--- config.mk ---
export PLATFORM = sky130hd
export DESIGN_NAME = hmdb_core
export DESIGN_NICKNAME = d
export VERILOG_FILES = /design/src/rtl/core/hmdb_pkg.sv /design/src/rtl/core/hmdb_core.sv
export SDC_FILE = /design/constraint.sdc
export NUM_CORES = 1
export LEC_CHECK = 0
export ABC_CLOCK_PERIOD_IN_PS = 3890
export BUFFER_PORTS_ARGS = -buffer_cell sky130_fd_sc_hd__buf_2
export CELL_PAD_IN_SITES_DETAIL_PLACEMENT = 0
export CELL_PAD_IN_SITES_GLOBAL_PLACEMENT = 1
export CORE_MARGIN = 4
export CORE_UTILIZATION = 41
export CTS_CLUSTER_SIZE = 20
export DETAILED_ROUTE_END_ITERATION = 8
export PLACE_DENSITY = 0.94
export SYNTH_ARGS = -nofsm -noshare
export SYNTH_HDL_FRONTEND = slang
export SYNTH_SLANG_ARGS = --single-unit
--- constraint.sdc ---
create_clock -name clk -period 3.89 [get_ports clk]
set_input_delay 0.9725 -clock clk [delete_from_list [all_inputs] [get_ports clk]]
set_output_delay 0.9725 -clock clk [all_outputs]
set_load 0.005 [all_outputs]
--- src/rtl/core/hmdb_pkg.sv ---
// Shared types and constants for the host/MCU mailbox bridge.
// No dependencies; imported by hmdb_core and the top module.
package hmdb_pkg;

  typedef enum logic [2:0] {
    REQ_HOST_PORT_RD = 3'd0,
    REQ_HOST_PORT_WR = 3'd1,
    REQ_MCU_RD       = 3'd2,
    REQ_MCU_WR       = 3'd3,
    REQ_HOST_MEM_WR  = 3'd4,
    REQ_HOST_MEM_RD  = 3'd5
  } hmdb_req_t;

  // MCU register map (low 11 address bits)
  localparam logic [10:0] MCU_ADDR_PORT_A = 11'd0;
  localparam logic [10:0] MCU_ADDR_PORT_B = 11'd1;
  localparam logic [10:0] MCU_ADDR_STATUS = 11'd2;

  // Port B strobe bit positions (enable active high, the rest active low)
  localparam int unsigned PB_ENABLE   = 0;
  localparam int unsigned PB_TAKE     = 1;
  localparam int unsigned PB_SEND     = 2;
  localparam int unsigned PB_BUSREQ   = 3;
  localparam int unsigned PB_MEM_WR   = 4;
  localparam int unsigned PB_MEM_RD   = 5;
  localparam int unsigned PB_ADDR_LO  = 6;
  localparam int unsigned PB_ADDR_HI  = 7;

  localparam logic [7:0] PORT_B_READ = 8'hff;

  // One result word as it leaves the decode stage
  typedef struct packed {
    logic [7:0] read_data;
    logic       use_mem;
    logic       handled;
    logic       mcu_irq;
    logic       bus_request;
  } hmdb_res_t;

endpackage

--- src/rtl/core/hmdb_core.sv ---
// Decode stage and mailbox/latch state of the host/MCU bridge.
// Uses hmdb_pkg; drives the shared memory ports of hmdb_ram.
module hmdb_core #(
  parameter int MEM_ADDR_BITS = 16
) (
  input  logic                     clk,
  input  logic                     rst_n,
  input  logic                     in_acc,
  input  logic [2:0]               req_type,
  input  logic [15:0]              address,
  input  logic [7:0]               write_data,
  input  logic                     cfg_we,
  input  logic                     cfg_data,
  input  logic [7:0]               mem_rdata,
  output logic                     mem_we,
  output logic [MEM_ADDR_BITS-1:0] mem_waddr,
  output logic [7:0]               mem_wdata,
  output logic                     mem_re,
  output logic [MEM_ADDR_BITS-1:0] mem_raddr,
  output hmdb_pkg::hmdb_res_t      res
);
  import hmdb_pkg::*;

  logic        present_r;
  logic        host_ready_r, host_ready_nxt;
  logic        host_accept_r, host_accept_nxt;
  logic        bus_req_r, bus_req_nxt;
  logic        irq_r, irq_nxt;
  logic [7:0]  to_host_r, to_host_nxt;
  logic [7:0]  from_host_r, from_host_nxt;
  logic [7:0]  pa_in_r, pa_in_nxt;
  logic [7:0]  pa_out_r, pa_out_nxt;
  logic [15:0] dma_r, dma_nxt;
  logic        pend_r, pend_nxt;

  logic [7:0]  pa_in_eff;
  logic [10:0] maddr;
  logic [15:0] dma_inc;
  logic [7:0]  pb;

  // a DMA read issued last cycle lands in port A in now
  assign pa_in_eff = pend_r ? mem_rdata : pa_in_r;
  assign maddr     = address[10:0];
  assign pb        = write_data;
  assign dma_inc   = {dma_r[15:8], dma_r[7:0] + 8'd1};

  always_comb begin
    host_ready_nxt  = host_ready_r;
    host_accept_nxt = host_accept_r;
    bus_req_nxt     = bus_req_r;
    irq_nxt         = irq_r;
    to_host_nxt     = to_host_r;
    from_host_nxt   = from_host_r;
    pa_in_nxt       = pa_in_eff;
    pa_out_nxt      = pa_out_r;
    dma_nxt         = dma_r;
    pend_nxt        = 1'b0;
    mem_we          = 1'b0;
    mem_waddr       = address[MEM_ADDR_BITS-1:0];
    mem_wdata       = write_data;
    mem_re          = 1'b0;
    mem_raddr       = address[MEM_ADDR_BITS-1:0];
    res.read_data   = 8'h00;
    res.use_mem     = 1'b0;
    res.handled     = 1'b1;

    if (in_acc) begin
      unique case (req_type)
        REQ_HOST_PORT_RD: begin
          if (present_r) begin
            if (!address[0]) begin
              host_accept_nxt = 1'b1;
              res.read_data   = to_host_r;
            end else begin
              res.read_data = ~{6'd0, host_accept_r, host_ready_r};
            end
          end
        end
        REQ_HOST_PORT_WR: begin
          if (present_r && !address[0]) begin
            host_ready_nxt = 1'b1;
            irq_nxt        = 1'b1;
            from_host_nxt  = write_data;
          end
        end
        REQ_MCU_RD: begin
          priority if (maddr == MCU_ADDR_PORT_A) begin
            res.read_data = pa_in_eff;
          end else if (maddr == MCU_ADDR_PORT_B) begin
            res.read_data = PORT_B_READ;
          end else if (maddr == MCU_ADDR_STATUS) begin
            res.read_data = {5'd0, !bus_req_r, host_accept_r, host_ready_r};
          end else begin
            res.handled = 1'b0;
          end
        end
        REQ_MCU_WR: begin
          priority if (maddr == MCU_ADDR_PORT_A) begin
            pa_out_nxt = write_data;
          end else if (maddr == MCU_ADDR_PORT_B) begin
            if (pb[PB_ENABLE]) begin
              if (!pb[PB_TAKE]) begin
                host_ready_nxt = 1'b0;
                irq_nxt        = 1'b0;
                pa_in_nxt      = from_host_r;
              end
              bus_req_nxt = !pb[PB_BUSREQ];
              if (!pb[PB_SEND]) begin
                to_host_nxt     = pa_out_r;
                host_accept_nxt = 1'b0;
              end
              // write at the old address; read at the bumped one when also writing, else the old
              mem_waddr = dma_r[MEM_ADDR_BITS-1:0];
              mem_wdata = pa_out_r;
              mem_raddr = dma_r[MEM_ADDR_BITS-1:0];
              if (!pb[PB_MEM_WR]) begin
                mem_we    = 1'b1;
                dma_nxt   = dma_inc;
                mem_raddr = dma_inc[MEM_ADDR_BITS-1:0];
              end
              if (!pb[PB_MEM_RD]) begin
                mem_re   = 1'b1;
                pend_nxt = 1'b1;
              end
              if (!pb[PB_ADDR_LO]) begin
                dma_nxt[7:0] = pa_out_r;
              end
              if (!pb[PB_ADDR_HI]) begin
                dma_nxt[15:8] = pa_out_r;
              end
            end
          end else begin
            res.handled = 1'b0;
          end
        end
        REQ_HOST_MEM_WR: begin
          mem_we = 1'b1;
        end
        REQ_HOST_MEM_RD: begin
          mem_re      = 1'b1;
          res.use_mem = 1'b1;
        end
        default: begin
          res.handled = 1'b0;
        end
      endcase
    end

    res.mcu_irq     = irq_nxt;
    res.bus_request = bus_req_nxt;
  end

  always_ff @(posedge clk) begin
    if (!rst_n) begin
      present_r     <= 1'b1;
      host_ready_r  <= 1'b0;
      host_accept_r <= 1'b1;
      bus_req_r     <= 1'b0;
      irq_r         <= 1'b0;
      to_host_r     <= 8'h00;
      from_host_r   <= 8'h00;
      pa_in_r       <= 8'h00;
      pa_out_r      <= 8'h00;
      dma_r         <= 16'h0000;
      pend_r        <= 1'b0;
    end else begin
      if (cfg_we) begin
        present_r <= cfg_data;
      end
      host_ready_r  <= host_ready_nxt;
      host_accept_r <= host_accept_nxt;
      bus_req_r     <= bus_req_nxt;
      irq_r         <= irq_nxt;
      to_host_r     <= to_host_nxt;
      from_host_r   <= from_host_nxt;
      pa_in_r       <= pa_in_nxt;
      pa_out_r      <= pa_out_nxt;
      dma_r         <= dma_nxt;
      pend_r        <= pend_nxt;
    end
  end

endmodule

# ---- Word level (Yosys, flattened, before mapping)
# Index checks and enable logic that the tools add are counted.
# W data, S select, Z words.
dict set report word_totals {
  in_bits 40
  regBits 54
  elab_cells 122
  output_inout_bits 54
}
dict set report op_classes {
  n_eq_ne 15
  addsub 1
  n_reduce_logical 16
  n_bitwise 3
  n_mux 76
}
# operator count
set op_table {}
lappend op_table {{$mux W16} 10}
lappend op_table {{$mux W8} 19}
lappend op_table {{$mux W1} 38}
lappend op_table {{$ne A2 B2 Y1 const B} 8}
lappend op_table {{$pmux W8 S2} 1}
lappend op_table {{$eq A11 B1 Y1 const B} 1}
lappend op_table {{$eq A11 B2 Y1 const B} 1}
lappend op_table {{$logic_not A11 Y1} 1}
lappend op_table {{$mux W10} 1}
lappend op_table {{$pmux W1 S2} 5}
lappend op_table {{$reduce_and A3 Y1} 3}
lappend op_table {{$add A8 B1 Y8 const B} 1}
lappend op_table {{$not A2 Y8} 1}
lappend op_table {{$reduce_and A8 Y1} 1}
lappend op_table {{$reduce_and A7 Y1} 1}
lappend op_table {{$eq A3 B2 Y1 const B} 2}
lappend op_table {{$eq A3 B3 Y1 const B} 2}
lappend op_table {{$reduce_and A6 Y1} 1}
lappend op_table {{$reduce_and A5 Y1} 1}
lappend op_table {{$reduce_bool A2 Y1} 2}
lappend op_table {{$reduce_or A4 Y1} 1}
lappend op_table {{$eq A3 B1 Y1 const B} 1}
lappend op_table {{$logic_not A1 Y1} 3}
lappend op_table {{$logic_not A3 Y1} 1}
lappend op_table {{4 further kinds} 5}

# ---- Longest topological paths before layout
# Gate-level depths: netlist (run 1).
dict set report logic_depth {
  depth_word 7
  ltp_mapped 8
  depth_no_buf 5
}

# ---- Worst setup path before layout (run 1)
# Ideal clock, no wire load.
dict set report synth_path {
  path_kind {input -> output}
  start {in address[1]}
  end {out mem_waddr[10]}
  path_slack_ps 610
  path_stages 7
  required_time_ps 2918
  n_path_buf 4
  arrival_time_ps 2307
  cell_sequence {buf_2 > nor4b_4 > and4_1 > buf_2 > buf_2 > a21o_1 > buf_4}
}
dict set report synth_via {
  elab_chain_len 5
  elab_cells_between_ends 6
  cone_classes {eq/ne (1); mux (4); reduce/logical (1)}
}
# element line
set synth_rtl {}
lappend synth_rtl {{from (decl)} hmdb_core.sv:10} ;# input logic [15:0] address,
lappend synth_rtl {{$eq A11 B1 Y1} hmdb_core.sv:100} ;# end else if (maddr == MCU_ADDR_PORT_B) begin
lappend synth_rtl {{$mux W16} hmdb_core.sv:100}
lappend synth_rtl {{$mux W16 *} hmdb_core.sv:98} ;# priority if (maddr == MCU_ADDR_PORT_A) begin
lappend synth_rtl {{$mux W16 *} hmdb_core.sv:68} ;# unique case (req_type)
lappend synth_rtl {{$mux W16 *} hmdb_core.sv:67} ;# if (in_acc) begin
lappend synth_rtl {{to (decl)} hmdb_core.sv:16} ;# output logic [MEM_ADDR_BITS-1:0] mem_waddr,
# Mark *: on every way between the ends. The rest lies on a longest branch, timed or not.

# ---- Worst setup path in the final report (run 1)
dict set report layout_path {
  start {in address[0]}
  end {out mem_raddr[10]}
}
dict set report layout_via {
  elab_chain_len 5
  elab_cells_between_ends 6
  cone_classes {eq/ne (1); mux (4); reduce/logical (1)}
}
# element line
set layout_rtl {}
lappend layout_rtl {{$eq A11 B1 Y1} hmdb_core.sv:100}
lappend layout_rtl {{$mux W16} hmdb_core.sv:100}
lappend layout_rtl {{$mux W16 *} hmdb_core.sv:98}
lappend layout_rtl {{$mux W16 *} hmdb_core.sv:68}
lappend layout_rtl {{$mux W16 *} hmdb_core.sv:67}
lappend layout_rtl {{to (decl)} hmdb_core.sv:19} ;# output logic [MEM_ADDR_BITS-1:0] mem_raddr,
# Marked as above.

==> flow_metrics.py, run 1 <==
metrics = {
    "run_status": {
        "status": "finished, final reports clean",
    },
    "worst_setup_path": {
        "cp.arrival_ns": 2.60,
        "worst-setup-path-type": "in2out",
        "critPathTopFamily": "simple AND/OR/NAND/NOR gates",
        "end_kind": "primary output",
        "critical_path.max_fanout": 22,
        "path_cells": "buf_2 > nor4b_4 > and4_1 > buf_12 > a21o_1 > buf_2",
        "critical_path.most_common_cell": "sky130_fd_sc_hd__buf_2",
        "crit_start": "address[0]",
        "crit_path_start_kind": "input port",
        "regToRegStartpoint": "dma_r[0]$_SDFFE_PN0P_",
        "worstPathBufferInverterCount": 3,
        "cpPeakStageDelay_ns": 0.43,
        "crit_slowest_cell": "sky130_fd_sc_hd__nor4b_4",
        "worstPathRequired_ns": 2.92,
    },
    "route": {
        "dr_pass1_iterations": 4,
        "detailroute.via_count": 3069,
        "dr.first_iter.drc_count": 201,
        "wl_per_cell_um": 15.6,
        "vias_per_cell": 5.37,
        "wl_mm": 8.92,
        "drt.antenna.violating_nets": 0,
        "drc_errors_left": 0,
    },
    "timing": {
        "rsz0062_at_grt": "no",
        "report.final.hold_viol_count": 0,
        "min_period_ns": 3.57,
        "timing.final.setup_violations": 0,
        "slew_headroom_pct": 46.1,
        "setup-tns-final_ns": 0,
        "final_min_period_over_clock_period_pct": 91.9,
        "timing.clock.skew_ns": 0.0143,
        "final_number_of_max_transition_violations": 0,
        "transition_time_at_the_pin_with_the_least_slew_margin_ns": 0.807,
        "fmax_mhz": 280,
    },
    "floorplan": {
        "start_util_pct": 42.0,
        "ioPinCount": 94,
        "placeableCoreArea_mm2": 0.00773,
        "dieHeight_um": 97.0,
        "placementRows": 32,
        "die_area_mm2": 0.00941,
        "chipWidth_um": 97.0,
    },
    "flow_run": {
        "cap_viol_max_count": 0,
    },
    "clock_tree": {
        "tritoncts.num_buffers": 5,
        "htree_levels": 2,
        "cts.repair.resized": 0,
        "post_cts.repair.setup_buffers": 0,
        "tritoncts": "built",
        "clock_latency_ns": 0.32,
        "clk_pin_slew_ns": 0.10,
        "clock-sinks": 54,
        "cts-hold-fix-buffers": 0,
        "cts.root.buffer_cell": "sky130_fd_sc_hd__clkbuf_8",
        "clock_tree.buffer_depth": 2,
    },
    "synth": {
        "cell_area_after_synthesis_mm2": 0.00325,
        "yosys.area.top_type_share_pct": 33.3,
        "netlist-cell-type-count": 50,
        "ys_ff_latch": 54,
        "yosys_most_used_dff": "sky130_fd_sc_hd__dfxtp_1",
        "synthArstFlopShare_pct": 0,
        "yosys_warnings": 0,
        "seq_area_frac_synth_pct": 33.3,
        "syn_inst": 401,
        "synth.avg_cell_area_um2": 8.10,
        "synth_area_leader_cell": "sky130_fd_sc_hd__dfxtp_1",
        "netlist_top_cells_area": "sky130_fd_sc_hd__dfxtp_1, sky130_fd_sc_hd__mux2i_1, sky130_fd_sc_hd__nand2_1",
        "synth.cells.most_frequent": "sky130_fd_sc_hd__nand2_1, sky130_fd_sc_hd__dfxtp_1, sky130_fd_sc_hd__mux2i_1, sky130_fd_sc_hd__nor2_1, sky130_fd_sc_hd__o21ai_0",
        "synth_fp_nets": 442,
        "synth_enable_flop_cells": 0,
        "synth.most_common_cell": "sky130_fd_sc_hd__nand2_1",
    },
    "pwr": {
        "switching_power_uw": 284,
        "seq_power_share_pct": 54.2,
        "combinationalPowerShare_pct": 12.7,
        "p_leak_uw": 0.00170,
        "netSwitchingFraction_pct": 27.7,
        "internal_power_uw": 741,
        "total_power_uw": 1030,
        "ir_drop_mv": 0.126,
        "clock_power_share_pct": 33.1,
        "p_per_area_mw_per_mm2": 272,
    },
    "final_layout": {
        "diodes": 0,
        "nets": 509,
        "postLayoutCoreUtil_pct": 48.9,
        "drive_gt1_share_pct": 24.7,
        "flow.area_growth_from_synthesis_pct": 16.2,
    },
    "placed_design": {
        "gp_congestion": 0.834,
        "port_buffers": 93,
        "dp_hpwl_mm": 6.67,
    },
    "grt": {
        "grtUsageTotal_pct": 18.5,
        "grt_antenna_before_repair": 0,
        "grt_pass1_vias": 2856,
        "wire_length_of_the_first_global_routing_pass_mm": 14.4,
        "grt_overflow": 0,
        "grt_start_max_net_pins": 57,
    },
    "worst_hold_path": {
        "hold_sp": "from_host_r[3]$_SDFFE_PN0P_",
        "hp-class": "reg2reg",
    },
}
[kinds of logic (layout without fill, tap and decap cells)]
kind of cell | count (synthesis) | in the layout | share of synthesized area, %
AO/OA/AOI/OAI | 79 | 79 | 16.6
XOR/XNOR | 5 | 5 | 1.35
AND/OR/NAND/NOR | 166 | 166 | 25.0
adder cells (fa/ha/maj) | 1 | 1 | 0.385
flip-flops | 54 | 54 | 33.3
buffers and inverters | 44 | 112 | 7.32
multiplexers | 52 | 52 | 16.1
[state kept, by name, indices dropped and copies added (netlist names)]
signal and count:
pend_r 1, host_accept_r 1, pa_in_r 8, host_ready_r 1, to_host_r 8, from_host_r 8, pa_out_r 8, bus_req_r 1
dma_r 16, irq_r 1, present_r 1
[metal layers]
metal	GRT usage [%]	part of all wire (%)
met3	3.60	5.8
met1	25.8	47
met4	4.00	0.85
met2	29.7	47
met5	0	0
[stage by stage]
step / hold slack, ns / cells / instance area, µm² / setup slack (ns)
global placement: 0.445 / 563 / 3680 / 0.397
floorplan: 0.432 / 401 / 3250 / 0.610
CTS: 0.459 / 571 / 3770 / 0.318
global route: 0.491 / 571 / 3770 / 0.169
finish: 0.459 / 571 / 3770 / 0.316
detailed placement: 0.445 / 563 / 3680 / 0.328
[power by group through the flow]
stage               Sequential (µW)  Clock [µW]  Combinational (µW)
floorplan                       568           0                71.4
global placement                568           0                 129
detailed placement              568           0                 130
CTS                             556         341                 131
global route                    556         367                 144
finish                          556         339                 130
[cell usage in the layout, fill, tap and decap left out, types with 2 or more instances in the layout]
| cell type | synthesis | layout |
|---|---|---|
| sky130_fd_sc_hd__inv_6 | 0 | 2 |
| sky130_fd_sc_hd__mux2i_1 | 51 | 51 |
| sky130_fd_sc_hd__nor2_1 | 24 | 24 |
| sky130_fd_sc_hd__nand4b_1 | 4 | 4 |
| sky130_fd_sc_hd__o21bai_1 | 5 | 5 |
| sky130_fd_sc_hd__and2_1 | 2 | 2 |
| sky130_fd_sc_hd__nor3_1 | 6 | 6 |
| sky130_fd_sc_hd__inv_1 | 5 | 5 |
| sky130_fd_sc_hd__nand4_1 | 2 | 2 |
| sky130_fd_sc_hd__nand2_1 | 96 | 96 |
| sky130_fd_sc_hd__o22ai_1 | 2 | 2 |
| sky130_fd_sc_hd__nand2b_1 | 2 | 2 |
| sky130_fd_sc_hd__xnor2_1 | 4 | 4 |
| sky130_fd_sc_hd__nor2_4 | 2 | 2 |
| sky130_fd_sc_hd__o21ai_0 | 19 | 19 |
| sky130_fd_sc_hd__nor2b_1 | 3 | 3 |
| sky130_fd_sc_hd__o21a_1 | 4 | 4 |
| sky130_fd_sc_hd__buf_4 | 10 | 5 |
| sky130_fd_sc_hd__o31ai_1 | 10 | 10 |
| sky130_fd_sc_hd__dfxtp_1 | 54 | 54 |
| sky130_fd_sc_hd__o32ai_1 | 4 | 4 |
| sky130_fd_sc_hd__clkbuf_8 | 0 | 5 |
| sky130_fd_sc_hd__a21o_1 | 14 | 14 |
| sky130_fd_sc_hd__a21oi_1 | 6 | 6 |
| sky130_fd_sc_hd__and3_1 | 2 | 2 |
| sky130_fd_sc_hd__o211ai_1 | 9 | 9 |
| sky130_fd_sc_hd__nand3_1 | 10 | 10 |
| sky130_fd_sc_hd__and4b_1 | 2 | 2 |
| sky130_fd_sc_hd__buf_2 | 10 | 93 |
[worst register-to-register path, cell delays in order (launching register included)]
cell,delay (ns)
sky130_fd_sc_hd__dfxtp_1,0.47
sky130_fd_sc_hd__nand4b_1,0.34
sky130_fd_sc_hd__nor3_1,0.49
sky130_fd_sc_hd__o22a_1,0.22
sky130_fd_sc_hd__o211ai_1,0.07
[path summary, 6_finish.rpt]
check | to | slack [ns] | cells past startpoint
worst min-delay path | pa_in_r[3]$_SDFF_PN0_ | 0.46 | 2
worst max-delay path | mem_raddr[10] | 0.32 | 6
worst max register to register | dma_r[7]$_SDFFE_PN0P_ | 2.18 | 4
worst min register to register | pa_in_r[3]$_SDFF_PN0_ | 0.46 | 2
[area by class of cell]
class	instances	area (µm²)
clock buffer	5	68.8
clock inverter	3	26.3
fill	777	3950
inverter	5	18.8
multi-input combinational	303	1930
sequential	54	1080
tap	102	128
timing repair buffer	99	523
Power figures use the tool's default switching activity.
==> inputs of run 2 (changes only) <==
--- a/config.mk
+++ b/config.mk
@@ -14,6 +14,8 @@
 export CTS_CLUSTER_SIZE = 20
 export DETAILED_ROUTE_END_ITERATION = 8
 export PLACE_DENSITY = 0.94
+export RECOVER_POWER = 25
 export SYNTH_ARGS = -nofsm -noshare
 export SYNTH_HDL_FRONTEND = slang
 export SYNTH_SLANG_ARGS = --single-unit
+export TNS_END_PERCENT = 30
==> run 2 against run 1 <==
Compared with the run above: the flow now finishes with violations (max-capacitance violations, max-slew violations); sequential cell count did not move; via count is essentially flat; cell count did not move; routed wire length fell by 0.44%; die area unchanged; register-to-register slack lost 0.07 ns; global-route usage unchanged; sequential power barely moved; maximum frequency decreased by 0.76%; critical endpoint is now res[10].
==> flow_metrics.py, run 2 (same netlist as run 1, synthesis figures left out) <==
metrics = {
    "grt": {
        "use_met1_pct": 25.8,
        "wire_length_of_the_first_global_routing_pass_mm": 14.4,
        "busiest_layer": "met2",
        "grtUsageTotal_pct": 18.5,
        "grt_start_max_net_pins": 57,
        "grt_pass1_vias": 2856,
        "grt_overflow": 0,
        "groute.layer.met3.usage_pct": 3.60,
        "grt_antenna_before_repair": 0,
        "use_met2_pct": 29.7,
    },
    "placed_design": {
        "port_buffers": 93,
        "gp_congestion": 0.834,
        "dp_hpwl_mm": 6.67,
    },
    "timing": {
        "report.final.hold_viol_count": 0,
        "final_min_period_over_clock_period_pct": 92.6,
        "timing.clock.skew_ns": 0.0152,
        "fmax_mhz": 278,
        "min_period_ns": 3.60,
        "setup-tns-final_ns": 0,
        "timing.final.setup_violations": 0,
        "rsz0062_at_grt": "no",
        "slew_headroom_pct": -56.1,
        "transition_time_at_the_pin_with_the_least_slew_margin_ns": 2.34,
        "hold_ws_ns": 0.459,
        "final_number_of_max_transition_violations": 57,
    },
    "run_status": {
        "failed_checks": "max-capacitance violations, max-slew violations",
        "status": "finished, violations left",
    },
    "clock_tree": {
        "clk_pin_slew_ns": 0.10,
        "cts.repair.resized": 0,
        "tritoncts.num_buffers": 5,
        "clock_tree.buffer_depth": 2,
        "post_cts.repair.setup_buffers": 0,
        "cts.root.buffer_cell": "sky130_fd_sc_hd__clkbuf_8",
        "cts-hold-fix-buffers": 0,
        "clock_latency_ns": 0.32,
        "tritoncts": "built",
        "htree_levels": 2,
        "clock-sinks": 54,
    },
    "worst_setup_path": {
        "worstPathRequired_ns": 2.92,
        "reg2regPathDepth": 4,
        "critPathCapture": "res[10]",
        "crit_path_start_kind": "input port",
        "capture_point_of_the_worst_reg_to_reg_path": "dma_r[7]$_SDFFE_PN0P_",
        "critical_path.max_fanout": 7,
        "reg2reg_slack_ns": 2.11,
        "end_kind": "primary output",
        "regToRegStartpoint": "dma_r[0]$_SDFFE_PN0P_",
        "worst-setup-path-type": "in2out",
        "crit_start": "address[4]",
        "cp.arrival_ns": 2.63,
    },
    "pwr": {
        "ir_drop_mv": 0.126,
        "p_leak_uw": 0.00170,
        "p_per_area_mw_per_mm2": 271,
    },
    "route": {
        "drt.antenna.violating_nets": 0,
        "wl_per_cell_um": 15.6,
        "wl_mm": 8.88,
        "detailroute.via_count": 3067,
        "dr_pass1_iterations": 4,
        "dr.first_iter.drc_count": 196,
        "drc_errors_left": 0,
        "vias_per_cell": 5.37,
    },
    "worst_hold_path": {
        "hold_sp": "from_host_r[3]$_SDFFE_PN0P_",
        "hp-class": "reg2reg",
        "whs_path_depth": 2,
    },
    "floorplan": {
        "chipWidth_um": 97.0,
        "placeableCoreArea_mm2": 0.00773,
        "placementRows": 32,
        "ioPinCount": 94,
        "start_util_pct": 42.0,
        "dieHeight_um": 97.0,
        "die_area_mm2": 0.00941,
    },
    "final_layout": {
        "diodes": 0,
        "flow.area_growth_from_synthesis_pct": 16.1,
        "drive_gt1_share_pct": 24.5,
        "final_common_cell": "sky130_fd_sc_hd__nand2_1",
        "fillCellCount": 778,
        "largest_register_ff_count": 16,
        "nets": 509,
        "max_flop_register": "dma_r",
        "layout.cells.most_common_list": "sky130_fd_sc_hd__nand2_1, sky130_fd_sc_hd__buf_2, sky130_fd_sc_hd__dfxtp_1",
    },
    "flow_run": {
        "cap_viol_max_count": 1,
    },
}
[run 2: how the worst min path moves through the flow]
stage / endpoint / slack (ns)
3_5_place_dp: pa_in_r[3]$_SDFF_PN0_ / 0.44
2_1_floorplan: to_host_r[2]$_SDFFE_PN0P_ / 0.43
6_report: pa_in_r[3]$_SDFF_PN0_ / 0.46
5_1_grt: to_host_r[5]$_SDFFE_PN0P_ / 0.49
4_1_cts: pa_in_r[3]$_SDFF_PN0_ / 0.46
3_3_place_gp: pa_in_r[1]$_SDFF_PN0_ / 0.44
[run 2: final cells by class]
class | count | area, µm² | share of cell area, %
Sequential cell | 54 | 1080 | 28.7
Clock inverter | 3 | 26.3 | 0.697
Inverter | 5 | 18.8 | 0.498
Clock buffer | 5 | 68.8 | 1.82
Timing Repair Buffer | 99 | 519 | 13.8
Multi-Input combinational cell | 303 | 1930 | 51.2
Tap cell | 102 | 128 | 3.38
[run 2: power breakdown]
group	switching [µW]	leakage (µW)	total, µW	internal (µW)
clock network	204	0.0000491	337	133
registers	1.23	0.000435	556	555
logic	76.5	0.00121	130	53.5
[run 2: through the flow]
| stage | instances | setup slack [ns] | cell area, µm² | utilization, % | total power, µW |
|---|---|---|---|---|---|
| after global routing | 571 | 0.128 | 3770 | 48.8 | 1070 |
| after global placement | 563 | 0.397 | 3680 | 47.6 | 698 |
| after CTS | 571 | 0.318 | 3770 | 48.9 | 1030 |
| final | 571 | 0.289 | 3770 | 48.8 | 1020 |
| after detailed placement | 563 | 0.328 | 3680 | 47.6 | 699 |
| after floorplan | 401 | 0.610 | 3250 | - | 639 |
[run 2: per-layer routing]
metal  part of all wire [%]  routed length [µm]  vias to the layer above
met5                      0                   0                        -
met4                   0.86                  76                        0
met3                    6.8                 607                        7
met2                     47                4160                       98
met1                     45                4040                     1430
li1                       -                   -                     1532
[run 2: critical path: stages]
cell and delay [ns]:
sky130_fd_sc_hd__buf_2 0.13, sky130_fd_sc_hd__nor4_4 0.40, sky130_fd_sc_hd__and2_0 0.40, sky130_fd_sc_hd__nand3_1 0.25, sky130_fd_sc_hd__o211ai_1 0.31, sky130_fd_sc_hd__buf_2 0.17
